--- config.mk ---
export PLATFORM = sky130hd
export DESIGN_NAME = acmpc_ram
export DESIGN_NICKNAME = d
export VERILOG_FILES = /design/src/hdl/acmpc_ram.sv
export SDC_FILE = /design/constraint.sdc
export NUM_CORES = 1
export LEC_CHECK = 0
export BUFFER_PORTS_ARGS = -buffer_cell sky130_fd_sc_hd__buf_2
export CAP_MARGIN = 20
export CELL_PAD_IN_SITES_DETAIL_PLACEMENT = 0
export CELL_PAD_IN_SITES_GLOBAL_PLACEMENT = 2
export CORE_MARGIN = 8
export CORE_UTILIZATION = 50
export CTS_BUF_LIST = sky130_fd_sc_hd__clkbuf_8
export CTS_CLUSTER_DIAMETER = 80
export CTS_CLUSTER_SIZE = 14
export DETAILED_ROUTE_END_ITERATION = 10
export PLACE_DENSITY = 0.81
export SYNTH_ARGS = -nofsm -noshare
export SYNTH_HDL_FRONTEND = slang
export SYNTH_SLANG_ARGS = --single-unit
export TNS_END_PERCENT = 50
--- constraint.sdc ---
create_clock -name clk -period 2.29 [get_ports clk]
set_input_delay 0.3435 -clock clk [delete_from_list [all_inputs] [get_ports clk]]
set_output_delay 0.3435 -clock clk [all_outputs]
set_load 0.01 [all_outputs]
--- src/hdl/acmpc_ram.sv ---
// ----------------------------------------------------------------------------
// acmpc_ram
// Simple dual-port RAM: one write port, one read port, registered read.
// ----------------------------------------------------------------------------
module acmpc_ram #(
    parameter int WIDTH = 8,
    parameter int DEPTH = 16
) (
    input  logic                     clk,
    input  logic                     we,
    input  logic [$clog2(DEPTH)-1:0] waddr,
    input  logic [WIDTH-1:0]         wdata,
    input  logic [$clog2(DEPTH)-1:0] raddr,
    output logic [WIDTH-1:0]         rdata
);

    logic [WIDTH-1:0] mem [DEPTH];

    always_ff @(posedge clk)
    begin
        if (we)
        begin
            mem[waddr] <= wdata;
        end
        rdata <= mem[raddr];
    end

endmodule

==> metrics.md, run 1 <==
| Metric | Value |
|---|---|
| Outcome | `finished, final reports clean` |
| Hold Buf Count CTS | `0` |
| Drt via density | `5.446` |
| Min-delay worst type | `in -> reg` |
| Initial Util | `50.77%` |
| Element type at the critical path end | `register` |
| CTS max path bufs | `2` |
| Crit-path max cell delay | `0.59 ns` |
| Final hold viol count | `0` |
| Diode count | `0` |
| Synth cell count leaders | `edfxtp_1, mux4_2, a22oi_1` |
| Placed cell count | `401` |
| CTS tree | `yes` |
| Crit-path leading delay family | `multiplexers` |
| Cts bufs inserted | `17` |
| Hold_ws | `0.3029 ns` |
| DIE WIDTH | `117.5 µm` |
| Synth Net Count | `247` |
| Syn_area_per_cell | `22.48 µm²` |
| Post-DP HPWL | `6198 µm` |
| PwrDens | `842.2 nW/µm²` |
| Area delta synth->final | `15.39%` |
| Number of global-route vias before repair | `2459` |
| Final ANT Viol Nets | `0` |
| Clk_lat worst skew | `0.42 ns` |
| Gp weighted congestion | `0.7461` |
| Setup TNS | `0 ns` |
| Post-CTS Setup Repair Bufs | `0` |
| Tmin final | `1.371 ns` |
| H-tree depth | `4` |
| Crit-path max FO | `32` |
| Clock skew | `0.009981 ns` |
| Buf/Inv on CP | `2` |
| I/O Buffers | `25` |
| IO Pins | `26` |
| Setup-failing EPs final | `0` |
| Yosys Warn Count | `0` |
| Register bit total from synthesis | `136` |
| Critical Path RT | `2.60 ns` |
| Multi-input logic area | `1057 µm²` |
| Max Cap Violations | `0` |
| Routed len/inst | `21.28 µm` |
| Fin. max-slew vios | `0` |
| Leak Pwr | `0.002028 µW` |
| Clock transition at the registers of the reported paths | `0.07 ns` |
| Crit path arrival time | `1.68 ns` |
| Grt ovf | `0` |
| Crit path cell chain | `buf_2 > buf_12 > mux4_1 > a22oi_1 > nand2_1` |
| Layout cells sized above 1 | `32.32%` |
| Clock root buffer | `clkbuf_8` |
| Clk sinks | `136` |
| Asr flop ratio synth | `0%` |
| Die area | `13800 µm²` |
| Top-count cell post-synth | `edfxtp_1` |
| Post-synth top area share | `74.67%` |
| Core area | `10140 µm²` |
| Maximum clock rate | `729.6 MHz` |
| Crit-path slowest cell | `mux4_1` |
| 1st-pass router iterations | `4` |
| Syn Inst Count | `229` |
| Cell taking the most area after synthesis | `edfxtp_1` |
| Max-slew headroom | `67.42%` |
| RSZ-0062 raised after global routing | `false` |
| Reg area | `4004 µm²` |
| Top cells by area, synth | `edfxtp_1, mux4_2, mux4_1, dfxtp_1, a22oi_1` |
| WS Path Type | `in -> reg` |
| PostCTS Resize Cnt | `0` |
| Final instance area | `5939 µm²` |
| Worst-margin pin slew | `0.4869 ns` |
| Max VDD drop | `0.3707 mV` |
| Final nets | `302` |
| Crit start category | `input port` |
| Initial antenna violation count | `0` |
| Tot GR Track Use | `14.07%` |
| Pin count of the biggest net entering global routing | `33` |
| Sequential share of the synthesized area | `77.78%` |
| Die height | `117.5 µm` |
| # fillers | `717` |
| Post-synthesis cell area | `5147 µm²` |
| Synth cell types | `19` |
| Via Count | `2358` |
| FP Rows | `37` |
| Placed cell area | `5527 µm²` |
| Total Wirelength | `9216 µm` |
| DRC | `0` |
| Ys flop type | `edfxtp_1` |
| Period utilization | `59.85%` |
| First-pass GRT wire length | `14390 µm` |
| Final cell count without fillers | `433` |
| Initial DRC count | `144` |
| Number of synthesized flops with an enable pin | `128` |
## per-layer routing
layer / vias to the layer above / global-route usage, % / wire length [µm]
li1: 1080 / - / -
met1: 1182 / 17.46 / 3996
met2: 80 / 22.51 / 4528
met3: 16 / 3.693 / 498
met4: 0 / 6.966 / 192
met5: - / 0 / 0
## final timing paths
check	startpoint	to	slack (ns)	cells past startpoint
hold / removal	wdata[2]	mem[7][2]$_DFFE_PP_	0.30	1
hold reg to reg	mem[14][3]$_DFFE_PP_	rdata[3]$_DFF_P_	0.67	3
setup / recovery	raddr[0]	rdata[2]$_DFF_P_	0.92	5
setup reg to reg	mem[1][2]$_DFFE_PP_	rdata[2]$_DFF_P_	0.94	3
## logic make-up (layout without fill, tap and decap cells)
family	after synthesis	count (layout)	share of synthesized area, %
AOI/OAI and AO/OA	16	16	2.334
and+or+nand+nor	35	35	3.184
buffers and inverters	10	78	1.677
DFF	136	136	77.78
muxes	32	32	15.02
## flip-flops by register name, summed over array words and instances (netlist names)
signal,cells
rdata,8
mem,128
## where the power goes
group,leakage [µW],internal [µW],switching [µW]
logic,0.000586,112,146
registers,0.00122,2780,14.2
clock network,0.000219,1130,820
total,0.00203,4020,980
## layout by cell type, fill, tap and decap left out, drive strengths merged, types with 2 or more instances in the layout
| cell | n |
|---|---|
| mux4 | 32 |
| clkinv | 5 |
| nor2 | 13 |
| dfxtp | 8 |
| nand2 | 9 |
| edfxtp | 128 |
| clkbuf | 23 |
| bufinv | 2 |
| buf | 46 |
| a22oi | 16 |
| nand3b | 2 |
| nand2b | 2 |
| nor3 | 4 |
## final cells by class
class                           instances  share of cell area, %
Timing Repair Buffer                   46                  4.972
Clock buffer                           23                  5.330
Multi-Input combinational cell         83                  17.80
Sequential cell                       136                  67.41
Tap cell                              136                  2.865
Clock inverter                          9                  1.622
## stage by stage
| stage | power, µW | utilization [%] | worst slack [ns] |
|---|---|---|---|
| after floorplan | 2996 | - | 0.4536 |
| after global placement | 3105 | 54.51 | 0.4682 |
| after detailed placement | 3114 | 54.51 | 0.4833 |
| after CTS | 5040 | 58.58 | 0.9395 |
| after global routing | 5164 | 58.58 | 0.8934 |
| final | 5002 | 58.58 | 0.9193 |
No activity file was read; power rests on OpenSTA's default activity.
==> inputs of run 2 (changes only) <==
==> constraint.sdc (replaced) <==
create_clock -name clk -period 1.4 [get_ports clk]
set_input_delay 0.21 -clock clk [delete_from_list [all_inputs] [get_ports clk]]
set_output_delay 0.21 -clock clk [all_outputs]
set_load 0.01 [all_outputs]
==> run 2 against run 1 <==
Setup slack lost 0.86 ns. Largest power group unchanged. Via count up 3.6%. Register-to-register slack worse by 0.88 ns. Clock power rose by 65%. Critical path type is now reg -> reg. Clock-buffer cell count fell by 5. Power grew 65%. Cell area rose by 2.2%. Utilization up 1.3 points. Final cell count grew 2.5%. Highest routed layer unchanged. Die area unchanged.
==> metrics.md, run 2 (synthesized netlist as in run 1, its figures left out) <==
| Metric | Value |
|---|---|
| H-tree depth | `4 (unchanged)` |
| FP Rows | `37 (unchanged)` |
| Most frequent cells in the layout | `edfxtp_1, buf_4, buf_2 (was edfxtp_1, buf_2, clkbuf_8)` |
| Commonest non-fill, non-tap cell in the layout | `edfxtp_1 (unchanged)` |
| CTS max path bufs | `2 (unchanged)` |
| Max VDD drop | `0.5437 mV (was 0.3707 mV)` |
| 1st-pass router iterations | `4 (unchanged)` |
| Die area | `13800 µm² (unchanged)` |
| Initial DRC count | `167 (was 144)` |
| Post-route setup slack | `0.05531 ns (was 0.9193 ns)` |
| NetSw | `1694 µW (was 980.4 µW)` |
| Drt via density | `5.502 (was 5.446)` |
| DRC | `0 (unchanged)` |
| Final hold viol count | `0 (unchanged)` |
| Final core occ | `59.85% (was 58.58%)` |
| Crit start category | `register (was input port)` |
| Initial antenna violation count | `0 (unchanged)` |
| # fillers | `736 (was 717)` |
| Max Cap Violations | `0 (unchanged)` |
| Top flop regs | `mem: 128 flops, rdata: 8 flops (unchanged)` |
| Combinational share of power | `5.5% (was 5.2%)` |
| Final instance area | `6068 µm² (was 5939 µm²)` |
| Gp weighted congestion | `0.7831 (was 0.7461)` |
| Clock skew | `0.01021 ns (was 0.009981 ns)` |
| Max-slew headroom | `48.44% (was 67.42%)` |
| Total Wirelength | `9436 µm (was 9216 µm)` |
| DIE WIDTH | `117.5 µm (unchanged)` |
| Post-CTS Setup Repair Bufs | `0 (unchanged)` |
| Element type at the critical path end | `register (unchanged)` |
| Core area | `10140 µm² (unchanged)` |
| Crit-path max FO | `1 (was 32)` |
| Clock transition at the registers of the reported paths | `0.08 ns (was 0.07 ns)` |
| Worst-margin pin slew | `0.7706 ns (was 0.4869 ns)` |
| Area delta synth->final | `17.89% (was 15.39%)` |
| Maximum clock rate | `743.7 MHz` |
| Die height | `117.5 µm (unchanged)` |
| RSZ-0062 raised after global routing | `false (unchanged)` |
| Post-DP HPWL | `6429 µm (was 6198 µm)` |
| WS Path Type | `reg -> reg (was in -> reg)` |
| Crit path arrival time | `1.66 ns (was 1.68 ns)` |
| CTS tree | `yes (unchanged)` |
| Largest reg by FF count | `mem (unchanged)` |
| PostCTS Resize Cnt | `0 (unchanged)` |
| Diode count | `0 (unchanged)` |
| Leak Pwr | `0.002087 µW (was 0.002028 µW)` |
| PwrDens | `1357 nW/µm² (was 842.2 nW/µm²)` |
| Critical Path RT | `1.71 ns (was 2.60 ns)` |
| Clock root buffer | `clkbuf_8 (unchanged)` |
| Final ANT Viol Nets | `0 (unchanged)` |
| Routed len/inst | `21.25 µm (was 21.28 µm)` |
| First-pass GRT wire length | `14750 µm (was 14390 µm)` |
| Total power | `8237 µW (was 5002 µW)` |
| Via Count | `2443 (was 2358)` |
| Tmin final | `1.345 ns` |
| Clock share of power | `39.0% (about the same)` |
| Period utilization | `96.05%` |
| Sw Ratio | `20.57% (was 19.60%)` |
| Hold Buf Count CTS | `0 (unchanged)` |
| Outcome | `finished, final reports clean (unchanged)` |
| Min-delay worst type | `in -> reg (unchanged)` |
| Clk_lat worst skew | `0.43 ns (was 0.42 ns)` |
| Share of power burned in registers | `55.5% (was 55.9%)` |
| Int Pwr | `6542 µW (was 4022 µW)` |
| Tot GR Track Use | `14.47% (was 14.07%)` |
| Placed cell count | `412 (was 401)` |
| Setup-failing EPs final | `0 (unchanged)` |
| I/O Buffers | `25 (unchanged)` |
| Pre-CTS setup slack | `-0.2782 ns (was 0.4833 ns)` |
| IO Pins | `26 (unchanged)` |
| Pin count of the biggest net entering global routing | `19 (was 33)` |
| Final cell count without fillers | `444 (was 433)` |
| Initial Util | `50.77% (unchanged)` |
| Number of flip-flops in the largest register | `128 (unchanged)` |
| Layout cells sized above 1 | `35.71% (was 32.32%)` |
| Number of global-route vias before repair | `2682 (was 2459)` |
| Cts bufs inserted | `17 (unchanged)` |
| Grt ovf | `0 (unchanged)` |
| Clk sinks | `136 (unchanged)` |
| Final nets | `313 (was 302)` |
| Fin. max-slew vios | `0 (unchanged)` |
| Placed cell area | `5652 µm² (was 5527 µm²)` |
[run 2: changes by cell type in the layout (fill, tap and decap cells not counted), sizes merged]
cell	change
buf	+11
bufinv	+1
clkbuf	-5
clkinv	+2
clkinvlp	+2
[run 2: worst paths after layout]
check	cells past startpoint	slack [ns]	endpoint	start
setup / recovery	3	0.06	rdata[2]$_DFF_P_	mem[1][2]$_DFFE_PP_
hold / removal	1	0.16	mem[9][7]$_DFFE_PP_	wdata[7]
setup reg to reg	3	0.06	rdata[2]$_DFF_P_	mem[1][2]$_DFFE_PP_
hold reg to reg	3	0.68	rdata[2]$_DFF_P_	mem[15][2]$_DFFE_PP_
[run 2: area by class of cell]
type / count / area (µm²) / share of cell area, %
Clock buffer: 18 / 247.7 / 4.082
Clock inverter: 14 / 158.9 / 2.619
Tap cell: 136 / 170.2 / 2.804
Multi-Input combinational cell: 83 / 1072 / 17.67
Timing Repair Buffer: 57 / 415.4 / 6.845
Sequential cell: 136 / 4004 / 65.98
[run 2: power by group through the flow]
stage	sequential [µW]	combinational [µW]	clock, µW
finish	4570	455	3210
global route	4580	492	3440
CTS	4570	458	3290
detailed placement	4660	456	0
global placement	4660	447	0
floorplan	4670	231	0
[run 2: stage by stage]
| step | hold WS [ns] | TNS (ns) |
|---|---|---|
| final | 0.1572 | 0 |
| after global routing | 0.1399 | 0 |
| after CTS | 0.1239 | 0 |
| after detailed placement | 0.6037 | -5.485 |
| after global placement | 0.5915 | -5.407 |
| after floorplan | 0.3089 | -2.334 |
[run 2: worst max-delay path: stages (launching register included)]
cell	delay, ns
edfxtp_1	0.38
mux4_1	0.53
a22oi_2	0.23
nand2_1	0.10
[run 2: layer usage]
metal	wire length [µm]	part of all wire (%)	track usage, %	up-vias
met5	0	0	0	-
met4	108	1.1	7.926	0
met3	446	4.7	3.933	9
li1	-	-	-	1103
met2	4668	49	22.76	69
met1	4212	45	17.91	1262
